--- config.mk ---
export PLATFORM = sky130hd
export DESIGN_NAME = fcd_judge
export DESIGN_NICKNAME = d
export VERILOG_FILES = /design/src/rtl/fcd_pkg.sv /design/src/rtl/fcd_judge.sv
export SDC_FILE = /design/constraint.sdc
export NUM_CORES = 2
export LEC_CHECK = 0
export ABC_CLOCK_PERIOD_IN_PS = 7350
export BUFFER_PORTS_ARGS = -buffer_cell sky130_fd_sc_hd__buf_4
export CORE_UTILIZATION = 61
export CTS_BUF_LIST = sky130_fd_sc_hd__clkbuf_2 sky130_fd_sc_hd__clkbuf_4 sky130_fd_sc_hd__clkbuf_8
export CTS_CLUSTER_SIZE = 24
export DETAILED_ROUTE_END_ITERATION = 12
export PLACE_DENSITY = 0.9
export SLEW_MARGIN = 20
export SYNTH_ARGS = -nofsm -noshare
export SYNTH_HDL_FRONTEND = slang
export SYNTH_SLANG_ARGS = --single-unit
export TNS_END_PERCENT = 20
--- constraint.sdc ---
create_clock -name clk -period 7.35 [get_ports clk]
set_input_delay 0.3675 -clock clk [delete_from_list [all_inputs] [get_ports clk]]
set_output_delay 0.3675 -clock clk [all_outputs]
set_load 0.02 [all_outputs]
--- src/rtl/fcd_pkg.sv ---
// fcd_pkg: shared constants, register indexes and the pixel-stage item struct
// for the frame change detector. No dependencies.
package fcd_pkg;

  localparam int MAX_PIXELS_DEF = 262144;

  localparam int GRAY_W   = 8;
  localparam int PPM_W    = 20;
  localparam int STABLE_W = 16;
  localparam int CHG_W    = 19;

  // bgr to gray, rounded fixed point
  localparam int GRAY_SUM_W = 23;
  localparam int GRAY_SHIFT = 14;
  localparam int COEF_B     = 1868;
  localparam int COEF_G     = 9617;
  localparam int COEF_R     = 4899;
  localparam int GRAY_ROUND = 8192;

  localparam int PPM_SCALE = 1000000;

  // configuration register indexes
  localparam int CFG_IDX_W = 2;
  localparam logic [CFG_IDX_W-1:0] CFG_THRESHOLD = 2'd0;
  localparam logic [CFG_IDX_W-1:0] CFG_RATIO_PPM = 2'd1;
  localparam logic [CFG_IDX_W-1:0] CFG_COLOR     = 2'd2;

  localparam logic [GRAY_W-1:0] THRESHOLD_RST = 8'd8;
  localparam logic [PPM_W-1:0]  RATIO_PPM_RST = 20'd2000;
  localparam logic              COLOR_RST     = 1'b1;

  // item leaving the pixel pipeline toward the frame decision
  typedef struct packed {
    logic valid;  // slot holds an item
    logic clr;    // reset-reference command item
    logic pix;    // pixel item
    logic over;   // pixel differs by more than the threshold
    logic last;   // last pixel of a frame
    logic res;    // frame end of a checked frame, gives a result
    logic comp;   // frame is comparable with the reference
  } fcd_px_t;

endpackage

--- src/rtl/fcd_judge.sv ---
// fcd_judge: changed-pixel accumulation, ratio test, stable counter and the
// result register. Uses fcd_pkg.
module fcd_judge #(
  parameter int MAX_PIXELS = fcd_pkg::MAX_PIXELS_DEF,
  localparam int IDX_W = $clog2(MAX_PIXELS + 1)
) (
  input  logic                          clk,
  input  logic                          rst_n,
  input  fcd_pkg::fcd_px_t              px,
  input  logic [IDX_W-1:0]              px_total,
  input  logic [fcd_pkg::PPM_W-1:0]     ppm,
  output logic                          en,
  output logic                          out_valid,
  input  logic                          out_ready,
  output logic                          out_similar,
  output logic [fcd_pkg::STABLE_W-1:0]  out_stable,
  output logic [fcd_pkg::CHG_W-1:0]     out_changed
);
  import fcd_pkg::*;

  localparam int PROD_W = IDX_W + PPM_W;

  logic [IDX_W-1:0] cnt_r, cnt_nxt, sum;

  logic             s3_valid_r, s3_valid_nxt;
  logic             s3_clr_r, s3_res_r, s3_comp_r;
  logic [IDX_W-1:0] s3_cnt_r, s3_total_r;

  logic              s4_valid_r, s4_valid_nxt;
  logic              s4_clr_r, s4_res_r, s4_comp_r;
  logic [IDX_W-1:0]  s4_cnt_r;
  logic [PROD_W-1:0] s4_pchg_r, s4_plim_r;

  logic                similar;
  logic [STABLE_W-1:0] stable_r, stable_nxt;
  logic                out_valid_r, out_valid_nxt;
  logic                out_similar_r;
  logic [STABLE_W-1:0] out_stable_r;
  logic [CHG_W-1:0]    out_changed_r;

  // the pipeline only waits when a result meets a full output register
  assign en = !(s4_valid_r && s4_res_r && out_valid_r && !out_ready);

  assign sum = cnt_r + IDX_W'(px.over);

  always_comb begin
    cnt_nxt = cnt_r;
    if (en && px.valid && px.pix) begin
      cnt_nxt = px.last ? '0 : sum;
    end
  end

  assign s3_valid_nxt = en ? (px.valid && (px.clr || px.res)) : s3_valid_r;
  assign s4_valid_nxt = en ? s3_valid_r : s4_valid_r;

  always_ff @(posedge clk) begin
    if (!rst_n) begin
      cnt_r      <= '0;
      s3_valid_r <= 1'b0;
      s4_valid_r <= 1'b0;
    end else begin
      cnt_r      <= cnt_nxt;
      s3_valid_r <= s3_valid_nxt;
      s4_valid_r <= s4_valid_nxt;
    end
  end

  always_ff @(posedge clk) begin
    if (en) begin
      s3_clr_r   <= px.clr;
      s3_res_r   <= px.res;
      s3_comp_r  <= px.comp;
      s3_cnt_r   <= sum;
      s3_total_r <= px_total;
      s4_clr_r   <= s3_clr_r;
      s4_res_r   <= s3_res_r;
      s4_comp_r  <= s3_comp_r;
      s4_cnt_r   <= s3_cnt_r;
      s4_pchg_r  <= PROD_W'(s3_cnt_r) * PROD_W'(PPM_SCALE);
      s4_plim_r  <= PROD_W'(ppm) * PROD_W'(s3_total_r);
    end
  end

  assign similar = s4_comp_r && (s4_pchg_r < s4_plim_r);

  always_comb begin
    stable_nxt = stable_r;
    if (en && s4_valid_r) begin
      if (s4_clr_r) begin
        stable_nxt = '0;
      end else if (s4_res_r) begin
        if (!similar) begin
          stable_nxt = '0;
        end else if (stable_r != '1) begin
          stable_nxt = stable_r + 1'b1;
        end
      end
    end
  end

  always_comb begin
    out_valid_nxt = out_valid_r;
    if (en && s4_valid_r && s4_res_r) begin
      out_valid_nxt = 1'b1;
    end else if (out_ready) begin
      out_valid_nxt = 1'b0;
    end
  end

  always_ff @(posedge clk) begin
    if (!rst_n) begin
      stable_r    <= '0;
      out_valid_r <= 1'b0;
    end else begin
      stable_r    <= stable_nxt;
      out_valid_r <= out_valid_nxt;
    end
  end

  always_ff @(posedge clk) begin
    if (en && s4_valid_r && s4_res_r) begin
      out_similar_r <= similar;
      out_stable_r  <= stable_nxt;
      out_changed_r <= s4_comp_r ? CHG_W'(s4_cnt_r) : '0;
    end
  end

  assign out_valid   = out_valid_r;
  assign out_similar = out_similar_r;
  assign out_stable  = out_stable_r;
  assign out_changed = out_changed_r;

endmodule

After elaboration in Yosys (flattened, before gate mapping)
Index checks and enable logic that the tools add are counted.

word-level totals
  register bits after elaboration = 209
  output and inout bits = 38
  word-level logic and storage cells = 46

operators by class
  add/subtract/negate cells = 2
  $mul = 2
  $lt $le $gt $ge = 1
  equality and inequality tests = 1
  multiplexer cells = 8
  reductions and logical operators = 13

operators by type and width
  kind                      number
  $mux W16                  5
  $lt A39 B39 Y1            1
  $mul A20 B19 Y39          1
  $mul A19 B14 Y33 const B  1
  $add A19 B1 Y19           1
  $mux W19                  1
  $add A16 B1 Y16 const B   1
  $ne A16 B16 Y1 const B    1
  $logic_and A1 B1 Y1       9
  $logic_not A1 Y1          2
  $mux W1                   2
  $reduce_bool A2 Y1        1
  $logic_or A1 B1 Y1        1

Logic depth before layout (Yosys ltp)
  depth after elaboration = 7
  depth in mapped cells = 24
  gate-level depth less buffers = 23

Worst setup path before layout
No wires, ideal clock.

  kind = input -> register
  from = input ppm[11] in the netlist's numbering
  to = register s4_plim_r[38] (data pin)
  library setup time = 0.260 ns
  arrival time = 6.051 ns
  path slack = 1.039 ns
  cell stages on the path = 22
  buffers on the path = 2
  cells stage by stage = clkbuf_1 -> clkbuf_1 -> nand2_1 -> fa_1 -> fa_1 -> fa_1 -> inv_1 -> fa_1 -> fa_1 -> inv_1 -> fa_1 -> inv_1 -> ha_1 -> a21o_1 -> a21o_1 -> a21oi_1 -> o211a_1 -> nor4_1 -> or3_1 -> a31o_2 -> a21oi_1 -> xnor2_1

between the ends
  word-level cells in the longest chain between the ends = 1

RTL lines
  item                  line             RTL
  start, declared       fcd_judge.sv:11  input logic [fcd_pkg::PPM_W-1:0] ppm,
  $mul A20 B19 Y39      fcd_judge.sv:80  s4_plim_r <= PROD_W'(ppm) * PROD_W'(s3_total_r);
  end signal, assigned  fcd_judge.sv:80
  end, declared         fcd_judge.sv:32  logic [PROD_W-1:0] s4_pchg_r, s4_plim_r;

No other way between the ends.
A chain may end at the register's enable or synchronous reset.

Final worst setup path
  from = register s3_total_r[12]
  to = register s4_plim_r[37] (data pin)

between the ends
  word-level cells in the longest chain between the ends = 1

RTL lines
  item                    line             RTL
  start, declared         fcd_judge.sv:27  logic [IDX_W-1:0] s3_cnt_r, s3_total_r;
  start signal, assigned  fcd_judge.sv:74  s3_total_r <= px_total;
  $mul A20 B19 Y39        fcd_judge.sv:80

No other way between the ends.

==> impl_metrics.yaml <==
critical_path:
  critPathMostFrequentCell: "fa_1"
  criticalPathCategory: "reg2reg"
  crit_family: "adder cells"
  path_max_fanout: 14
  cp_data_required_time_ns: 7.69
  worstPathArrival_ns: 7.37
  worst_path_max_delay_cell: "edfxtp_1"
  setup.reg_to_reg.worst_slack_ns: 0.32
  timing.critical_path.buf_inv: 4
  max_stage_delay_ns: 0.73
  timing.critical_path.depth: 21
  start_kind: "flop"
  rr_worst_depth: 21
  critical_path.cell_chain: "buf_4, nand2_1, fa_1, fa_1, inv_1, fa_1, fa_1, fa_1, inv_1, fa_1, inv_1, ha_1, a21oi_1, o311ai_0, o211ai_1, nand4b_1, o21ai_0, o21ai_0, a211oi_1, o21bai_1, xor2_1"
  endpoint_kind: "flop"
global_routing:
  global_route.usage.total_pct: 28.0
  first_pass_grt_wire_length_um: 91900
  grt_overflow: 0
  first_global_vias: 19378
  grt_max_degree: 78
  grt_antenna_before_repair: 1
cts:
  cts_tree: "built"
  clock_latency_ns: 0.61
  clock_path_buffers: 3
  cts_sinks: 206
  clock_edge_transition_at_the_registers_on_the_reported_setup_and_hold_paths_ns: 0.06
  clk_root_buffer_cell: "clkbuf_8"
  h-tree-depth: 2
  cts-buffers-inserted: 39
sta:
  fmax_mhz: 142
  setup_total_negative_slack_ns: 0
  hold_viol: 0
  slew_viol_final: 0
  final_period_minus_worst_setup_slack_ns: 7.03
  report.final.setup_viol: 0
  slew_headroom_pct: 31.1
  finalHoldWorstSlack_ns: 0.0891
  grt_setup_unrepaired: "no"
  worstMarginPinSlew_ns: 1.03
  skew_ns: 0.0341
  min_period_over_period_pct: 95.7
drt:
  drt_drc_violations_left: 0
  wl_per_cell_um: 18.1
  overall_via_count_from_detail_route: 17836
  drt_first_pass_iters: 5
  antenna_violation_net_count_after_detailed_routing: 0
  vias_per_instance: 5.75
  drt_iter0_drc: 1187
  wl_um: 56100
min_path:
  worst_hold_path.num_cells: 2
  holdCritPathClass: "in2reg"
synth:
  synth_top_cell_by_area: "fa_1"
  synth_fp_nets: 3169
  synth_top_flop_cell: "edfxtp_1"
  async_flop_share_pct: 0
  syn-cell-area_um2: 24800
  synth_seq_area_share_pct: 23.4
  synth_top_area_share_pct: 30.2
  syn_avg_cell_area_um2: 10.0
  yosysUniqueCellTypes: 56
  ys_seq_elements: 206
  synthesis.instances: 2471
  synth.yosys.warnings: 0
  main_area_contributors_after_synthesis: "fa_1 (30%), edfxtp_1 (20%), ha_1 (14%)"
  synth_enable_flop_cells: 168
placement:
  hpwl_after_detailed_placement_um: 43700
  placement.io_buffers: 86
  dpl_cell_area_um2: 25900
  dp_cells: 3009
  gpl.final_weighted_congestion: 0.881
power_and_ir_drop:
  power.share.combinational_pct: 72.8
  pwr_density_cell_nw_per_um2: 429
  net-switching-power_uw: 5500
  sequential_share_of_power_pct: 16.3
  switching_share_pct: 47.5
  internal_power_uw: 6080
  max-vdd-ir-drop_mv: 0.697
  pwr-share-clk_pct: 10.9
  p_leak_uw: 0.0139
cells_and_area:
  final-instance-count-excl-fill: 3103
  final_layout_size_suffix_gt1_share_pct: 6.87
  flow.area_growth_from_synthesis_pct: 8.74
  layout.cells.most_common_list: "inv_1 (519), fa_1 (375), ha_1 (274), and2_1 (238), nand2_1 (233)"
  finish.utilization_pct: 67.6
  layout.cells.most_common: "inv_1"
  stdcell_area_um2: 27000
  antennaDiodeCount: 0
  final_net_count: 3249
die:
  core.rowCount: 73
  die-height_um: 204
  die_x_um: 204
  core_region_area_um2: 39900
  die-area_um2: 41500
  starting_utilization_of_the_core_area_pct: 62.2
  design.portCount: 87
run:
  maxcap_violations: 0
status:
  outcome: "finished clean"
## stage by stage
stage	worst slack (ns)	total power [uW]
after floorplan	1.04	8320
after global placement	0.730	9760
after detailed placement	0.423	10100
after CTS	0.363	11500
after global routing	0.0185	12700
final	0.317	11600
## per-layer routing
layer / vias to the layer above / wire, um / GRT usage (%)
met5: - / 0 / 0
met3: 224 / 3610 / 3.85
met1: 8847 / 20800 / 32.3
met2: 787 / 29000 / 50.6
met4: 0 / 2680 / 14.4
li1: 7978 / - / -
## flip-flops by register name, indices dropped and copies added (netlist names), 16 cells and up
signal	cells
s4_plim_r	39
s4_pchg_r	30
cnt_r	19
out_changed	19
s3_cnt_r	19
s3_total_r	19
s4_cnt_r	19
out_stable	16
stable_r	16
## synth_stat cells, drive strengths merged, types with 7 or more instances
library cell	number
inv	521
dfxtp	38
ha	274
o21bai	13
fa	375
nor3	9
edfxtp	168
and2	238
nor2	68
nand4	10
and3	20
xnor2	50
or3	7
o21ai	44
a21o	52
a31oi	8
a211oi	14
o21a	7
clkbuf	78
nand3	34
xor2	29
nand2	233
nand3b	13
a21oi	93
## cells by family (layout without fill, tap and decap cells)
kind of cell             Yosys count  count (layout)  synth area share [%]
AO/OA/AOI/OAI                    272             272                  7.03
XOR/XNOR                          79              79                  2.79
adder cells (fa/ha/maj)          649             649                  44.0
buffers and inverters            601             708                  9.12
flip-flops                       206             206                  23.4
AND/OR/NAND/NOR                  664             664                  13.6
## final timing paths
kind | from | endpoint
max | s3_total_r[12] | s4_plim_r[37]
min | rst_n | stable_r[6]
max reg2reg | s3_total_r[12] | s4_plim_r[37]
min reg2reg | s3_comp_r | s4_comp_r
## power groups by stage
stage | sequential, uW | clock, uW | combinational, uW
floorplan | 1870 | 0 | 6460
global placement | 1900 | 0 | 7850
detailed placement | 1910 | 0 | 8230
CTS | 1880 | 1280 | 8330
global route | 1890 | 1330 | 9430
finish | 1880 | 1270 | 8430
## worst reg2reg max path: stages (launching register included)
cell and delay [ns]:
edfxtp_1 0.73, buf_4 0.27, nand2_1 0.07, fa_1 0.49, fa_1 0.54, inv_1 0.06, fa_1 0.49, fa_1 0.42
fa_1 0.57, inv_1 0.07, fa_1 0.53, inv_1 0.04, ha_1 0.35, a21oi_1 0.35, o311ai_0 0.22, o211ai_1 0.17
nand4b_1 0.13, o21ai_0 0.43, o21ai_0 0.30, a211oi_1 0.28, o21bai_1 0.11, xor2_1 0.15
## layout make-up
cell class	instances	area, um^2
Clock inverter	16	200
Clock buffer	52	659
Multi-Input combinational cell	1664	16800
Inverter	521	1960
Timing Repair Buffer	119	955
Sequential cell	206	5810
Tap cell	525	657
Fill cell	2805	12900
## what timing repair did
item	CTS	global route
endpoints found under the setup margin	0	2
hold buffers	22	0
setup buffers	0	4
gates resized for setup	0	0
hold endpoints to repair	22	0
Power figures use the tool's default switching activity.
